File: src/rtl/core/jet_pkg.sv
// ----------------------------------------------------------------------------
// jet_pkg
// Shared types, constants and helpers for the Julia set escape-time core.
// ----------------------------------------------------------------------------
package jet_pkg;

    // Fixed-point format and field widths.
    localparam int FRAC_BITS  = 28;
    localparam int COORD_BITS = 8;
    localparam int Q_W        = 32;
    localparam int PROD_W     = 2 * Q_W;
    localparam int CNT_W      = 8;
    localparam int DIM_W      = 9;
    localparam int SCALE_W    = 31;
    localparam int PIX_W      = 8;
    localparam int CFG_IDX_W  = 3;
    localparam int CFG_DATA_W = 32;

    // Escape bound: |z|^2 compared against 4.0 at double fraction width.
    localparam logic [PROD_W-1:0] MAG_LIMIT = PROD_W'(4) << (2 * FRAC_BITS);

    // Register reset values.
    localparam logic signed [Q_W-1:0] RST_C_REAL       = -32'sd187904819;
    localparam logic signed [Q_W-1:0] RST_C_IMAG       = 32'sd72477573;
    localparam logic [SCALE_W-1:0]    RST_PIXEL_SCALE  = 31'd12582912;
    localparam logic [DIM_W-1:0]      RST_IMAGE_WIDTH  = 9'd64;
    localparam logic [DIM_W-1:0]      RST_IMAGE_HEIGHT = 9'd32;
    localparam logic [CNT_W-1:0]      RST_MAX_ITER     = 8'd100;

    // Configuration register indexes.
    typedef enum logic [CFG_IDX_W-1:0] {
        REG_C_REAL       = 3'd0,
        REG_C_IMAG       = 3'd1,
        REG_PIXEL_SCALE  = 3'd2,
        REG_IMAGE_WIDTH  = 3'd3,
        REG_IMAGE_HEIGHT = 3'd4,
        REG_MAX_ITER     = 3'd5
    } t_cfg_reg;

    // Input and result payloads.
    typedef struct packed {
        logic [PIX_W-1:0] pixel_x;
        logic [PIX_W-1:0] pixel_y;
    } t_in_item;

    typedef struct packed {
        logic [CNT_W-1:0]      iterations;
        logic                  escaped;
        logic signed [Q_W-1:0] z_real;
        logic signed [Q_W-1:0] z_imag;
    } t_out_item;

    // Controller states.
    typedef enum logic [2:0] {
        S_IDLE,
        S_MAP_X,
        S_MAP_Y,
        S_MUL_RR,
        S_MUL_II,
        S_MUL_RI,
        S_STEP,
        S_DONE
    } t_state;

    // Commands from the controller to the datapath.
    typedef struct packed {
        logic load_pixel;
        logic map_x;
        logic map_y;
        logic mul_rr;
        logic mul_ii;
        logic mul_ri;
        logic step;
        logic emit;
    } t_dp_cmd;

    // Status from the datapath to the controller.
    typedef struct packed {
        logic go_on;
        logic out_free;
    } t_dp_status;

    // Saturate a wide signed value to the Q format range.
    function automatic logic signed [Q_W-1:0] sat_q(input logic signed [PROD_W-1:0] v);
        logic signed [PROD_W-1:0] hi;
        logic signed [PROD_W-1:0] lo;
        logic signed [Q_W-1:0]    r;
        hi = PROD_W'({1'b0, {(Q_W-1){1'b1}}});
        lo = -hi - PROD_W'(1);
        if (v > hi) begin
            r = {1'b0, {(Q_W-1){1'b1}}};
        end else if (v < lo) begin
            r = {1'b1, {(Q_W-1){1'b0}}};
        end else begin
            r = v[Q_W-1:0];
        end
        return r;
    endfunction

endpackage

File: src/rtl/core/jet_ctrl.sv
// ----------------------------------------------------------------------------
// jet_ctrl
// Sequencer for the escape-time core: coordinate mapping, then three shared
// multiplies and one update per iteration, then the result hand-off.
// ----------------------------------------------------------------------------
module jet_ctrl import jet_pkg::*; (
    input  logic       i_clk,
    input  logic       i_rst_n,
    input  logic       i_in_valid,
    input  t_dp_status i_status,
    output logic       o_in_ready,
    output t_dp_cmd    o_cmd
);

    t_state r_state;
    t_state n_state;

    // State register.
    always_ff @(posedge i_clk) begin
        if (!i_rst_n) begin
            r_state <= S_IDLE;
        end else begin
            r_state <= n_state;
        end
    end

    // Next state and datapath commands.
    always_comb begin
        n_state    = r_state;
        o_cmd      = '0;
        o_in_ready = 1'b0;
        case (r_state)
            S_IDLE: begin
                o_in_ready = 1'b1;
                if (i_in_valid) begin
                    o_cmd.load_pixel = 1'b1;
                    n_state          = S_MAP_X;
                end
            end
            S_MAP_X: begin
                o_cmd.map_x = 1'b1;
                n_state     = S_MAP_Y;
            end
            S_MAP_Y: begin
                o_cmd.map_y = 1'b1;
                n_state     = S_MUL_RR;
            end
            S_MUL_RR: begin
                o_cmd.mul_rr = 1'b1;
                n_state      = S_MUL_II;
            end
            S_MUL_II: begin
                o_cmd.mul_ii = 1'b1;
                n_state      = S_MUL_RI;
            end
            S_MUL_RI: begin
                o_cmd.mul_ri = 1'b1;
                n_state      = S_STEP;
            end
            S_STEP: begin
                // The datapath only updates z when the loop goes on.
                o_cmd.step = i_status.go_on;
                n_state    = i_status.go_on ? S_MUL_RR : S_DONE;
            end
            S_DONE: begin
                if (i_status.out_free) begin
                    o_cmd.emit = 1'b1;
                    n_state    = S_IDLE;
                end
            end
            default: begin
                n_state = S_IDLE;
            end
        endcase
    end

endmodule

File: config.mk
export PLATFORM = sky130hd
export DESIGN_NAME = jet_ctrl
export DESIGN_NICKNAME = d
export VERILOG_FILES = /design/src/rtl/core/jet_pkg.sv /design/src/rtl/core/jet_ctrl.sv
export SDC_FILE = /design/constraint.sdc
export NUM_CORES = 1
export LEC_CHECK = 0
export BUFFER_PORTS_ARGS = -buffer_cell sky130_fd_sc_hd__buf_4
export CAP_MARGIN = 20
export CORE_AREA = 3 3 40 42
export CTS_CLUSTER_SIZE = 28
export DETAILED_ROUTE_END_ITERATION = 10
export DIE_AREA = 0 0 43 45
export PLACE_DENSITY = 0.35
export SLEW_MARGIN = 20
export SYNTH_ARGS = -nofsm -noshare
export SYNTH_HDL_FRONTEND = slang
export SYNTH_SLANG_ARGS = --single-unit
File: constraint.sdc
create_clock -name i_clk -period 1.1 [get_ports i_clk]
set_input_delay 0.22 -clock i_clk [delete_from_list [all_inputs] [get_ports i_clk]]
set_output_delay 0.22 -clock i_clk [all_outputs]
set_load 0.05 [all_outputs]
* Word level (Yosys, flattened, before mapping) *
Index checks and enable logic that the tools add are counted.

cells by class
  equal/unequal tests = 9
  multiplexer cells = 15
  reduce and logical (&&, ||, !) cells = 2

operators with widths
  kind                                           number
  one-hot mux 3 bit (8 select lines)             1
  == test 3 bit, second input constant           4
  2-to-1 mux 1 bit                               11
  2-to-1 mux 3 bit                               3
  == test 3 x 2 -> 1 bit, second input constant  2
  != test 2 bit, second input constant           2
  == test 3 x 1 -> 1 bit, second input constant  1
  logical NOT 3 bit                              1
  AND reduction 2 bit                            1

storage, ports and cells
  register bits after elaboration = 3
  input bits = 5
  output and inout bits = 9
  word-level logic and storage cells = 27

* Longest topological paths before layout *
  word-level depth = 3
  gate-level depth with buffers = 4
  mapped depth without buffers = 3

* Least setup slack after synthesis *
Ideal clock, no wire load.

  kind = register to output
  start point = reg r_state[2]
  end point = out o_cmd[7] (netlist name)
  data arrival time = 1.655 ns
  required time = 0.880 ns
  slack = -0.775 ns
  cell stages (with the launch flop) = 4
  path buffers = 1
  cells stage by stage = dfxtp_1 -> buf_2 -> nor3_2 -> and2_1

RTL lines
  element                   RTL line        text
  start: declaration        jet_ctrl.sv:15  t_state r_state;
  start signal: assignment  jet_ctrl.sv:23  r_state <= n_state;
  end: declaration          jet_ctrl.sv:12  output t_dp_cmd o_cmd

==> results.md <==
| Quantity | This run |
|:---|:---|
| Clock network latency to the later pin of the worst-skew pair | 0.23 ns |
| Bufs on Longest Clock Path | 2 |
| Crit-path max cell delay | 0.35 ns |
| Number of placed cells counting well taps | 61 |
| Remaining design rule violation count | 0 |
| Post-route antenna net violation count | 0 |
| Fillers | 129 |
| Final antenna diode count | 0 |
| Crit Path Max Fanout | 4 |
| Dominant delay contributor by cell family on the critical path | flip-flops |
| Max Cap Viol | 0 |
| Number of cells on the critical path | 3 |
| Mapped Avg Cell Area | 7.46 um^2 |
| Count of endpoints failing hold in the final timing report | 0 |
| Smallest setup slack after layout | -0.232 ns |
| Total Routed Length | 664 um |
| Final setup vio count | 9 |
| End of the worst register-to-register path | r_state[0]$_SDFFE_PN0P_ |
| Top-level I/O count | 14 |
| Post-route clock period utilization | 121% |
| Slew Limit Headroom | 89.9% |
| Cell accounting for the most synthesized area | sky130_fd_sc_hd__dfxtp_1 |
| Number of nets in the final layout | 58 |
| Min Hold Slack | 0.264 ns |
| Violations in the final reports | negative setup slack |
| Kind of critical path | reg2out |
| Distinct cell type count of the synthesized netlist | 20 |
| Flip-flop count of the largest register, all copies and words added | 3 |
| Per-cell via count in the routed design | 4.18 |
| Critical Path End Type | primary output |
| Depth of the CTS H-tree | 1 |
| Proportion of netlist area held by the largest area contributor | 27.7% |
| Inserted Clock Buffers | 3 |
| P&R area growth vs syn | 143% |
| Clock tree sinks | 3 |
| Critical path buffers and inverters | 2 |
| Detailed-router iteration count before antenna repair | 2 |
| Starting utilization of the core area | 16.8% |
| Floorplan core area | 1280 um^2 |
| Overall die height | 45 um |
| Setup TNS | -1.78 ns |
| Gr usage total | 8.42% |
| Minimum clock period after layout | 1.33 ns |
| Total leakage power | 0.229 nW |
| Launching element of the worst setup path | r_state[0]$_SDFFE_PN0P_ |
| Horizontal die dimension | 43 um |
| Critical Path, Cell by Cell | buf_6 > and4b_1 > buf_6 |
| Fraction of layout cells with a size suffix above 1 | 73.1% |
| Peak ir drop on the vdd network | 0.574 mV |
| Cell count after synthesis | 29 |
| Top cells by area in the synthesized netlist | sky130_fd_sc_hd__dfxtp_1 (28%), sky130_fd_sc_hd__o21ai_1 (9.2%), sky130_fd_sc_hd__and4_1 (8.1%) |
| Result of the run | finished, violations left |
| Starting DRT DRC Count | 7 |
| Achievable clock frequency | 751 MHz |
| Top library cells by usage in the layout, fill and taps aside | sky130_fd_sc_hd__buf_4 (11), sky130_fd_sc_hd__buf_6 (7), sky130_fd_sc_hd__o21ai_1 (4), sky130_fd_sc_hd__buf_8 (4) |
| Crit path launch type | register |
| Mapped cell area | 216 um^2 |
| Unrepaired setup endpoints after global routing | yes |
| Share of the yosys chip area belonging to registers | 27.7% |
| Standard cell with the maximum stage delay on the critical path | sky130_fd_sc_hd__dfxtp_4 |
| Class of the tightest hold or removal check | in2reg |
| First-pass GRT wire length | 1.18 mm |
| Per-cell routed wire length | 9.91 um |
| Worst slew pin tran | 0.151 ns |
| CTS tree | done |
| Cells on worst reg2reg path | 2 |
| Most frequent standard cell in the layout excluding fill and tap cells | sky130_fd_sc_hd__buf_4 |
| Yosys Warn Count | 0 |
| Worst Setup EP | o_cmd[1] |
| Critical path's most frequent cell | sky130_fd_sc_hd__buf_6 |
| Worst Clk Skew | 0.00318 ns |
| Hold-fix buffers, CTS | 0 |
| Regs by FF count | r_state: 3 flops |
| R2R Path Start | r_state[2]$_SDFFE_PN0P_ |
| Antenna violations before repair | 0 |
| Overall power | 0.000673 W |
| Detail Placement HPWL | 571 um |
| Total via count after detailed routing | 280 |
| Pwr per Cell Area | 1280 nW/um^2 |
| Reg clk slew, reported paths | 0.04 ns |
| Number of port buffers | 13 |
| Register bank with the most flops | r_state |
| DIE AREA | 1940 um^2 |
| Largest net degree at the start of global routing | 10 |
| Standard-cell rows | 13 |
| Data required time of the worst path | 0.88 ns |
| Routability Congestion | 0.732 |
| Total congestion overflow after global routing | 0 |
| Via count of the first global-routing pass | 272 |
| Mapped Nets | 34 |
| Non-filler instance count after layout | 67 |
| Number of synthesized register bits | 3 |
| Pins Over Slew Limit | 0 |
| Register-to-register setup slack | 0.05 ns |
| Crit path DAT | 1.11 ns |
| Buffer type at the clock tree root | sky130_fd_sc_hd__clkbuf_4 |
| Worst Setup Slack post-DPL | -0.159 ns |
## synth_stat cells, drive strengths merged
| library cell | number |
|---|---|
| inv | 2 |
| o21ai | 4 |
| a31oi | 1 |
| and4b | 1 |
| nand2 | 2 |
| nand2b | 1 |
| and2 | 1 |
| nor2 | 2 |
| dfxtp | 3 |
| mux2i | 1 |
| and3 | 1 |
| nor3 | 2 |
| nor3b | 1 |
| and4 | 2 |
| or3 | 1 |
| nand3 | 1 |
| buf | 3 |
## worst min path at each step
| stage | startpoint | to | slack [ns] | depth (start not counted) |
|---|---|---|---|---|
| after floorplan | i_rst_n | r_state[2]$_SDFFE_PN0P_ | 0.36 | 2 |
| after global placement | i_rst_n | r_state[2]$_SDFFE_PN0P_ | 0.50 | 3 |
| after detailed placement | i_rst_n | r_state[2]$_SDFFE_PN0P_ | 0.50 | 3 |
| after CTS | i_rst_n | r_state[2]$_SDFFE_PN0P_ | 0.26 | 3 |
| after global routing | i_rst_n | r_state[0]$_SDFFE_PN0P_ | 0.25 | 2 |
| final | i_rst_n | r_state[1]$_SDFFE_PN0P_ | 0.26 | 3 |
## through the flow
stage,area (um^2),utilization (%)
floorplan,278,-
global placement,417,32.4
detailed placement,417,32.4
CTS,499,38.9
global route,526,40.9
finish,526,40.9
## metal layers
metal | wire length [um] | track usage (%)
met3 | 54 | 5.98
met4 | 0 | 1.81
met1 | 260 | 9.20
met5 | 0 | 0
met2 | 348 | 13.5
## worst min-delay path: stages
cell and delay, ns:
sky130_fd_sc_hd__buf_4 0.12, sky130_fd_sc_hd__o21ai_1 0.07, sky130_fd_sc_hd__a31oi_1 0.04
## cell type report
| cell class | count | area (um^2) | area share [%] |
|---|---|---|---|
| Tap cell | 15 | 18.8 | 3.57 |
| Sequential cell | 3 | 71.3 | 13.6 |
| Multi-Input combinational cell | 21 | 180 | 34.3 |
| Clock buffer | 4 | 26.3 | 5.00 |
| Timing Repair Buffer | 22 | 221 | 42.1 |
| Inverter | 2 | 7.51 | 1.43 |
## timing repair
action                     4_1_cts  5_1_grt
gates resized for setup         18        3
setup buffers                    0        2
pin swaps                        1        0
setup endpoints to repair       10        9
gates cloned                     0        0
## logic make-up after synthesis
group / share of synthesized area [%]
AOI/OAI and AO/OA: 12.1
buffers and inverters: 11.6
DFF: 27.7
muxes: 4.62
and+or+nand+nor: 43.9
## report_power, final
part / switching [W] / total (W) / internal, W
Sequential: 0.0000237 / 0.000145 / 0.000121
Clock: 0.0000583 / 0.000194 / 0.000136
Combinational: 0.000172 / 0.000334 / 0.000162
Note: power is estimated with default switching activity, not from simulation.
